===== src/hw/rtl/bmpe_pkg.sv =====
// ----------------------------------------------------------------------------
// bmpe_pkg
// Shared constants, types and header lookup for the 24-bit BMP encoder.
// ----------------------------------------------------------------------------
`timescale 1ns / 1ps
`default_nettype none

package bmpe_pkg;

  localparam int MAX_WIDTH  = 64;
  localparam int MAX_HEIGHT = 64;
  localparam int COL_W      = $clog2(MAX_WIDTH);
  localparam int ROW_W      = $clog2(MAX_HEIGHT);
  localparam int ADDR_W     = COL_W + ROW_W;
  localparam int PIX_DEPTH  = MAX_WIDTH * MAX_HEIGHT;
  localparam int PIX_W      = 24;
  localparam int DIM_W      = 7;
  localparam int RB_W       = 8;
  localparam int POS_W      = 14;
  localparam int HDR_BYTES  = 54;
  localparam int INFO_BYTES = 40;

  localparam logic CMD_LOAD   = 1'b0;
  localparam logic CMD_FETCH  = 1'b1;
  localparam logic REG_WIDTH  = 1'b0;
  localparam logic REG_HEIGHT = 1'b1;

  typedef enum logic [1:0] {SRC_HDR, SRC_PIX, SRC_PAD} src_e;
  typedef enum logic [1:0] {CH_BLUE, CH_GREEN, CH_RED} chan_e;

  typedef struct packed {
    logic        valid;
    logic        last;
    src_e        src;
    chan_e       chan;
    logic [7:0]  hdr;
  } res_t;

  function automatic logic [DIM_W-1:0] clamp_dim(input logic [DIM_W-1:0] v,
                                                  input logic [DIM_W:0] maxv);
    logic [DIM_W-1:0] r;
    if (v == '0) r = DIM_W'(1);
    else if ({1'b0, v} > maxv) r = maxv[DIM_W-1:0];
    else r = v;
    return r;
  endfunction

  function automatic logic [7:0] header_byte(input logic [5:0]       pos,
                                             input logic [POS_W-1:0] size,
                                             input logic [DIM_W-1:0] w,
                                             input logic [DIM_W-1:0] h);
    logic [31:0] s;
    logic [7:0]  b;
    s = {{(32-POS_W){1'b0}}, size};
    unique case (pos)
      6'd0:    b = 8'h42;
      6'd1:    b = 8'h4D;
      6'd2:    b = s[7:0];
      6'd3:    b = s[15:8];
      6'd4:    b = s[23:16];
      6'd5:    b = s[31:24];
      6'd10:   b = 8'(HDR_BYTES);
      6'd14:   b = 8'(INFO_BYTES);
      6'd18:   b = {1'b0, w};
      6'd22:   b = {1'b0, h};
      6'd26:   b = 8'd1;
      6'd28:   b = 8'd24;
      default: b = 8'd0;
    endcase
    return b;
  endfunction

endpackage

`default_nettype wire


===== src/hw/rtl/bmpe_byte_seq.sv =====
// ----------------------------------------------------------------------------
// bmpe_byte_seq
// File byte sequencer: header lookup, row/column/channel walk, pixel address.
// ----------------------------------------------------------------------------
`timescale 1ns / 1ps
`default_nettype none

module bmpe_byte_seq (
  input  wire logic                           clk_i,
  input  wire logic                           rst_ni,
  input  wire logic                           fetch_i,
  input  wire logic [bmpe_pkg::DIM_W-1:0]     width_i,
  input  wire logic [bmpe_pkg::DIM_W-1:0]     height_i,
  output logic      [bmpe_pkg::ADDR_W-1:0]    raddr_o,
  output bmpe_pkg::res_t                      res_o
);
  import bmpe_pkg::*;

  logic [POS_W-1:0] pos_q, pos_d;
  logic [ROW_W-1:0] row_q, row_d;
  logic [COL_W-1:0] col_q, col_d;
  logic [RB_W-1:0]  rbyte_q, rbyte_d;
  chan_e            chan_q, chan_d;
  res_t             res_q, res_d;

  logic [DIM_W+1:0]       w3;
  logic [DIM_W+1:0]       rb_full;
  logic [RB_W-1:0]        rb;
  logic [DIM_W+RB_W-1:0]  area;
  logic [POS_W-1:0]       size;
  logic                   last;
  logic [ROW_W-1:0]       top_row;
  logic                   in_hdr;

  assign w3      = {1'b0, width_i, 1'b0} + {2'b00, width_i};
  assign rb_full = (w3 + (DIM_W+2)'(3)) & ~(DIM_W+2)'(3);
  assign rb      = rb_full[RB_W-1:0];
  assign area    = height_i * rb;
  assign size    = POS_W'(area) + POS_W'(HDR_BYTES);
  assign last    = ({1'b0, pos_q} + (POS_W+1)'(1)) >= {1'b0, size};
  assign top_row = ROW_W'(height_i - DIM_W'(1));
  assign in_hdr  = pos_q < POS_W'(HDR_BYTES);
  assign raddr_o = {row_q, col_q};

  always_comb begin
    pos_d   = pos_q;
    row_d   = row_q;
    col_d   = col_q;
    rbyte_d = rbyte_q;
    chan_d  = chan_q;
    res_d   = '0;
    if (fetch_i) begin
      res_d.valid = 1'b1;
      res_d.last  = last;
      res_d.chan  = chan_q;
      if (in_hdr) begin
        res_d.src = SRC_HDR;
        res_d.hdr = header_byte(pos_q[5:0], size, width_i, height_i);
        if (pos_q == POS_W'(HDR_BYTES - 1)) begin
          row_d   = top_row;
          col_d   = '0;
          rbyte_d = '0;
          chan_d  = CH_BLUE;
        end
      end else begin
        res_d.src = ({1'b0, rbyte_q} < w3) ? SRC_PIX : SRC_PAD;
        if (chan_q == CH_RED) begin
          chan_d = CH_BLUE;
          col_d  = col_q + COL_W'(1);
        end else begin
          chan_d = chan_e'(chan_q + 2'd1);
        end
        if (({1'b0, rbyte_q} + (RB_W+1)'(1)) >= {1'b0, rb}) begin
          rbyte_d = '0;
          col_d   = '0;
          chan_d  = CH_BLUE;
          row_d   = (row_q == '0) ? top_row : row_q - ROW_W'(1);
        end else begin
          rbyte_d = rbyte_q + RB_W'(1);
        end
      end
      if (last) begin
        pos_d   = '0;
        row_d   = top_row;
        col_d   = '0;
        rbyte_d = '0;
        chan_d  = CH_BLUE;
      end else begin
        pos_d = pos_q + POS_W'(1);
      end
    end
  end

  always_ff @(posedge clk_i or negedge rst_ni) begin
    if (!rst_ni) begin
      pos_q   <= '0;
      row_q   <= ROW_W'(MAX_HEIGHT - 1);
      col_q   <= '0;
      rbyte_q <= '0;
      chan_q  <= CH_BLUE;
      res_q   <= '0;
    end else begin
      pos_q   <= pos_d;
      row_q   <= row_d;
      col_q   <= col_d;
      rbyte_q <= rbyte_d;
      chan_q  <= chan_d;
      res_q   <= res_d;
    end
  end

  assign res_o = res_q;

  a_last_restarts: assert property (@(posedge clk_i) disable iff (!rst_ni)
    (fetch_i && last) |=> (pos_q == '0 && rbyte_q == '0))
    else $error("position not restarted after last byte");

  a_row_start_aligned: assert property (@(posedge clk_i) disable iff (!rst_ni)
    (rbyte_q == '0) |-> (col_q == '0 && chan_q == CH_BLUE))
    else $error("column or channel not aligned at row start");

  a_strobe_follows_fetch: assert property (@(posedge clk_i) disable iff (!rst_ni)
    fetch_i |=> res_q.valid)
    else $error("no result after fetch");

endmodule

`default_nettype wire


===== config.mk =====
export PLATFORM = sky130hd
export DESIGN_NAME = bmpe_byte_seq
export DESIGN_NICKNAME = d
export VERILOG_FILES = /design/src/hw/rtl/bmpe_pkg.sv /design/src/hw/rtl/bmpe_byte_seq.sv
export SDC_FILE = /design/constraint.sdc
export NUM_CORES = 1
export LEC_CHECK = 0
export BUFFER_PORTS_ARGS = -buffer_cell sky130_fd_sc_hd__buf_2
export CAP_MARGIN = 20
export CORE_MARGIN = 2
export CORE_UTILIZATION = 55
export DETAILED_ROUTE_END_ITERATION = 10
export PLACE_DENSITY = 0.74
export SLEW_MARGIN = 20
export SYNTH_ARGS = -nofsm -noshare
export SYNTH_HDL_FRONTEND = slang
export SYNTH_SLANG_ARGS = --single-unit

===== constraint.sdc =====
create_clock -name clk_i -period 8.75 [get_ports clk_i]
set_input_delay 0.875 -clock clk_i [delete_from_list [all_inputs] [get_ports clk_i]]
set_output_delay 0.875 -clock clk_i [all_outputs]
set_load 0.005 [all_outputs]

==> impl_metrics.toml, run 1 <==
[outcome]
outcome = "finished, final reports clean"

[drt]
top_layer = "met4"
firstDrtPassIters = 5
avgRoutedWirePerCell_microns = 16.1
routed_wl_microns = 13200
vias_per_cell = 5.83
wl_met2_microns = 6260
wl_met3_microns = 678
drt-met1-wl_microns = 6000
num_vias = 4773
drt_iter0_markers = 253
drcViolationCount = 0
drtAntennaViolNets = 0

[synth]
synthDominantCellAreaShare_pct = 20.4
syn_area_sq_um = 5400
synth_edf_count = 0
ys_ff_latch = 50
synthArstFlopShare_pct = 100
synth-main-ff-cell = "dfrtp_1"
postSynthCellCount = 649
synth_common_cells = "ha_1, nand2_1, inv_1, nor2_1, o21ai_0"
synth_fa_ha_area_share_pct = 22.6
synth.most_common_cell = "ha_1"
synth_compound_area_share_pct = 18.7
synth-xor-area-share_pct = 7.53
yosys.area_share.simple_pct = 21.0
yosysWarnings = 0
synth_nets = 751
syn_area_per_cell_sq_um = 8.32
yosysSeqAreaShare_pct = 23.3
synth_top_family_by_area = "adder cells"
ys_types = 62
yosys-top-cells-area = "dfrtp_1, ha_1, fa_1"
synth_top_cell_by_area = "dfrtp_1"
synth.area.mux_share_pct = 0.950

[worst_setup_path]
required_ns = 8.93
cp_slowest_stage_delay_ns = 0.52
slowest_stage = "fa_1"
cp_max_fo = 12
worstSetupPathType = "input pin to flop"
cp-start-kind = "input pin"
crit_path_end_kind = "flop"
cp.arrival_ns = 8.33

[die]
start_util_pct = 56.0
ios = 43
rows = 36
die-area_sq_um = 10600
core_sq_um = 9640
die_h_microns = 103
die_w_microns = 103

[clock_network]
cts_tree = "built"
clock-sinks = 50
cts_buffers = 5
ctsLongestPathBuffers = 2
post_cts_buffers = 0
insertion_delay_ns = 0.30
htree_levels = 2
cts-root-buf = "clkbuf_8"
clkTransAtPathRegs_ns = 0.09

[grt]
antenna_found_initial = 0
grt_max_degree = 51
grt_overflow_total = 0
first_global_vias = 4595
grt_use_total_pct = 26.4
grt_pass1_wl_microns = 22200

[final_layout]
drive_above_1_share_pct = 11.2
layout.nets = 786
antennaDiodeCount = 0
area_growth_pct = 8.96
final_util_pct = 61.1

[timing]
maxSlewViolCount = 0
slew_headroom_pct = 39.9
rsz0062_at_grt = "false"
fmax_mhz = 123
skew_ns = 0.0126
period_share_pct = 93.1
setup_violations = 0
final.min_clock_period_ns = 8.15
final_hold_viol_count = 0
tightest_slew_ns = 0.893
finalSetupTns_ns = 0
setup_slack_ns = 0.600

[placed_design]
io_buffer_count = 42
place_ws_ns = 0.0956
dp_hpwl_microns = 10500
place_congestion = 0.942

[power_and_ir_drop]
p_per_area_nw_per_um2 = 414
p_leak_nw = 2.86
ir_worst_vdd_v = 0.000204

[run]
max-cap-violations = 0

[worst_hold_path]
hp-class = "flop to flop"
[per-stage QoR]
stage                     std cells  cell area, sq um  power, mW  hold WS [ns]
after floorplan                 649              5400       1.74         0.472
after global placement          810              5760       2.19         0.466
after detailed placement        810              5760       2.24         0.468
after CTS                       818              5870       2.41         0.491
after global routing            818              5890       2.70         0.524
final                           818              5890       2.44         0.492
[path summary, 6_finish.rpt]
| path | from | to | slack (ns) | depth (start not counted) |
|---|---|---|---|---|
| hold reg to reg | col_q[5]$_DFFE_PN0P_ | col_q[5]$_DFFE_PN0P_ | 0.49 | 1 |
| hold / removal | col_q[5]$_DFFE_PN0P_ | col_q[5]$_DFFE_PN0P_ | 0.49 | 1 |
| setup / recovery | width_i[0] | rbyte_q[5]$_DFFE_PN0P_ | 0.60 | 30 |
| setup reg to reg | pos_q[2]$_DFFE_PN0P_ | rbyte_q[5]$_DFFE_PN0P_ | 4.50 | 13 |
| max in group asynchronous | rst_ni | pos_q[1]$_DFFE_PN0P_ | 7.73 | 1 |
| min in group asynchronous | rst_ni | res_o[13]$_DFF_PN0_ | 0.58 | 1 |
[flip-flops by register name, summed over array words and instances, names as in the netlist]
signal   count
rbyte_q      8
row_q        6
chan_q       2
res_o       14
col_q        6
pos_q       14
[power breakdown]
part | switching, mW | leakage (nW) | total, mW | internal, mW
clock network | 0.0767 | 0.0524 | 0.162 | 0.0857
logic | 1.09 | 2.14 | 1.86 | 0.771
registers | 0.103 | 0.661 | 0.410 | 0.307
[layout by cell type, fill, tap and decap left out, drive strengths merged, types with 3 or more instances in the layout]
cell,count
o21a,7
o221ai,3
mux2i,4
a22oi,4
a211oi,7
nand3,21
o21ai,50
or3,5
nand3b,4
dfrtp,44
o41ai,4
xnor2,28
xor2,15
inv,57
nand2b,14
nor2,57
a21o,13
nand4,8
buf,53
nor4,5
and2,17
nor2b,17
o2bb2ai,5
nand2,62
o211ai,5
a21oi,23
nor3,6
ha,64
a211o,3
fa,21
o31ai,12
dfstp,6
clkbuf,7
nor3b,3
[kinds of logic after synthesis]
logic type	after synthesis
mux	5
fa+ha+maj	85
compound gates	154
flops	50
buf+inv	83
xor+xnor	44
simple gates	228
[cell type report]
| class | instances | area (sq um) |
|---|---|---|
| clock buffer | 7 | 76.3 |
| clock inverter | 1 | 30.0 |
| fill | 918 | 3750 |
| inverter | 58 | 218 |
| multi-input combinational | 516 | 3840 |
| sequential | 50 | 1260 |
| tap | 133 | 166 |
| timing repair buffer | 53 | 295 |
[metal layers]
layer | track usage (%) | up-vias
met3 | 4.07 | 17
met4 | 6.58 | 0
met1 | 36.6 | 2285
li1 | - | 2324
met2 | 43.5 | 147
met5 | 0 | -
[repair_timing]
action | in CTS | in global routing
hold buffers | 0 | 0
resized for setup | 0 | 3
setup endpoints to repair | 0 | 26
[worst max-delay path, delay by kind of cell]
family	cells	cell delay, ns
fa+ha+maj	7	2.70
simple gates	6	1.30
xor+xnor	3	0.87
buf+inv	6	0.57
compound gates	8	1.99
No activity file was read; power rests on OpenSTA's default activity.
==> run 2: changes to the inputs <==
CORE_UTILIZATION = 50   (was 55)
PLACE_DENSITY = 0.68   (was 0.74)
==> run 2 against run 1 <==
Effect of this change:
- final cell count rose by 0.12%
- setup slack worse by 0.047 ns
- global-route usage fell by 2.9 points
- register-to-register slack worse by 0.07 ns
- total power fell by 2.0%
- combinational power about the same
- critical path depth shrank 1
- non-clock buffer count fell by 2
- clock power decreased by 11%
- flip-flop and latch count stayed put
- critical path type unchanged
- largest cell class unchanged
- highest routed layer unchanged
==> impl_metrics.toml, run 2 (synthesis gave the netlist of run 1 again) <==
[final_layout]
fillers = 993
mostFrequentLayoutCells = "ha_1, nand2_1, inv_1, nor2_1, o21ai_0"
final_area_sq_um = 5860
layout_commonest_cell = "ha_1"
antennaDiodeCount = 0
area_growth_pct = 8.43
drive_above_1_share_pct = 11.1
layout.nets = 784
final_util_pct = 56.2

[drt]
drcViolationCount = 0
drt_iter0_markers = 318
wl_met2_microns = 6150
vias_per_cell = 5.74
drt-met1-wl_microns = 6180
routed_wl_microns = 13000
wl_met3_microns = 545
top_layer = "met4"
firstDrtPassIters = 4
avgRoutedWirePerCell_microns = 15.9
num_vias = 4701
drtAntennaViolNets = 0

[grt]
grt_use_total_pct = 23.5
grt_pass1_wl_microns = 22300
first_global_vias = 4660
grt_overflow_total = 0
grt_max_degree = 51
antenna_found_initial = 0

[power_and_ir_drop]
power.switching_mw = 1.26
power_frac_seq_pct = 17.3
clkPwrFrac_pct = 6.1
pwr-share-comb_pct = 76.7
internal_power_mw = 1.13
ir_worst_vdd_v = 0.000219
switching_share_pct = 52.6
p_per_area_nw_per_um2 = 408
p_leak_nw = 2.84

[run]
max-cap-violations = 0

[worst_hold_path]
holdPathEnd = "col_q[5]$_DFFE_PN0P_"
hp-start = "col_q[5]$_DFFE_PN0P_"
hp-class = "flop to flop"
min_path_cells = 1

[timing]
tightest_slew_ns = 0.863
period_share_pct = 93.7
final.min_clock_period_ns = 8.20
skew_ns = 0.00487
maxSlewViolCount = 0
setup_violations = 0
fmax_mhz = 122
final_hold_viol_count = 0
finalSetupTns_ns = 0
slew_headroom_pct = 42.0
rsz0062_at_grt = "false"

[worst_setup_path]
worst_path_most_repeated_cell = "fa_1"
reg2regPathDepth = 14
cp_slowest_stage_delay_ns = 0.57
critPathTopFamily = "adder cells"
worstSetupPathType = "input pin to flop"
critPathBufInv = 5
cp_max_fo = 13
required_ns = 8.98
crit_path_end_kind = "flop"
cp-start-kind = "input pin"
slowest_stage = "or4_4"
cp.arrival_ns = 8.43
rr_endpoint = "row_q[3]$_DFFE_PN1P_"
r2r-start = "pos_q[2]$_DFFE_PN0P_"
rrSetupSlack_ns = 4.43

[clock_network]
cts_buffers = 5
cts-root-buf = "clkbuf_8"
ctsLongestPathBuffers = 2
insertion_delay_ns = 0.31
cts_resized = 0
cts_tree = "built"
clkTransAtPathRegs_ns = 0.09
cts.hold.buffers_added = 0
post_cts_buffers = 0
clock-sinks = 50
htree_levels = 2

[die]
rows = 37
start_util_pct = 51.9
die-area_sq_um = 11700
core_sq_um = 10400
die_w_microns = 108
ios = 43
die_h_microns = 108

[placed_design]
placed_cell_area_sq_um = 5750
place_congestion = 0.905
dp_hpwl_microns = 10400
io_buffer_count = 42

[outcome]
outcome = "finished, final reports clean"
## run 2: layout make-up
type | instances | area (sq um) | share of cell area (%)
clock inverters | 2 | 12.5 | 0.214
multi-input cells | 516 | 3840 | 65.5
clock buffers | 6 | 82.6 | 1.41
well taps | 136 | 170 | 2.91
flip-flops and latches | 50 | 1260 | 21.5
repair buffers | 51 | 278 | 4.74
inverters | 58 | 218 | 3.72
## run 2: worst reg2reg max path: cells and delay by family, from the launching register on
kind                     cells  cell delay (ns)
adder cells (fa/ha/maj)      1             0.29
buffers and inverters        1             0.24
XOR/XNOR                     1             0.26
AO/OA/AOI/OAI                6             1.17
AND/OR/NAND/NOR              5             1.40
flip-flops                   1             0.88
## run 2: metal layers
layer	up-vias	GRT usage [%]
met5	-	0
met4	0	5.04
met3	14	2.23
met2	118	39.3
met1	2257	33.3
li1	2312	-
## run 2: per-stage QoR
stage,cells,setup slack [ns],hold slack (ns),power [mW]
floorplan,649,0.730,0.472,1.74
global placement,811,0.257,0.464,2.18
detailed placement,811,0.119,0.473,2.22
CTS,819,0.410,0.491,2.38
global route,819,0.0314,0.512,2.64
finish,819,0.552,0.485,2.39
## run 2: power groups by stage
stage                     logic (mW)  clock network (mW)  registers [mW]
after floorplan                 1.39                   0           0.356
after global placement          1.77                   0           0.410
after detailed placement        1.81                   0           0.414
after CTS                       1.83               0.148           0.409
after global routing            2.06               0.155           0.426
final                           1.83               0.144           0.412
## run 2: worst max-delay path by stage
stage | start | to | depth (start not counted)
2_1_floorplan | width_i[0] | rbyte_q[3]$_DFFE_PN0P_ | 28
3_3_place_gp | width_i[0] | chan_q[1]$_DFFE_PN0P_ | 28
3_5_place_dp | width_i[0] | rbyte_q[5]$_DFFE_PN0P_ | 27
4_1_cts | width_i[0] | rbyte_q[5]$_DFFE_PN0P_ | 29
5_1_grt | width_i[0] | row_q[3]$_DFFE_PN1P_ | 31
6_report | width_i[0] | row_q[3]$_DFFE_PN1P_ | 29
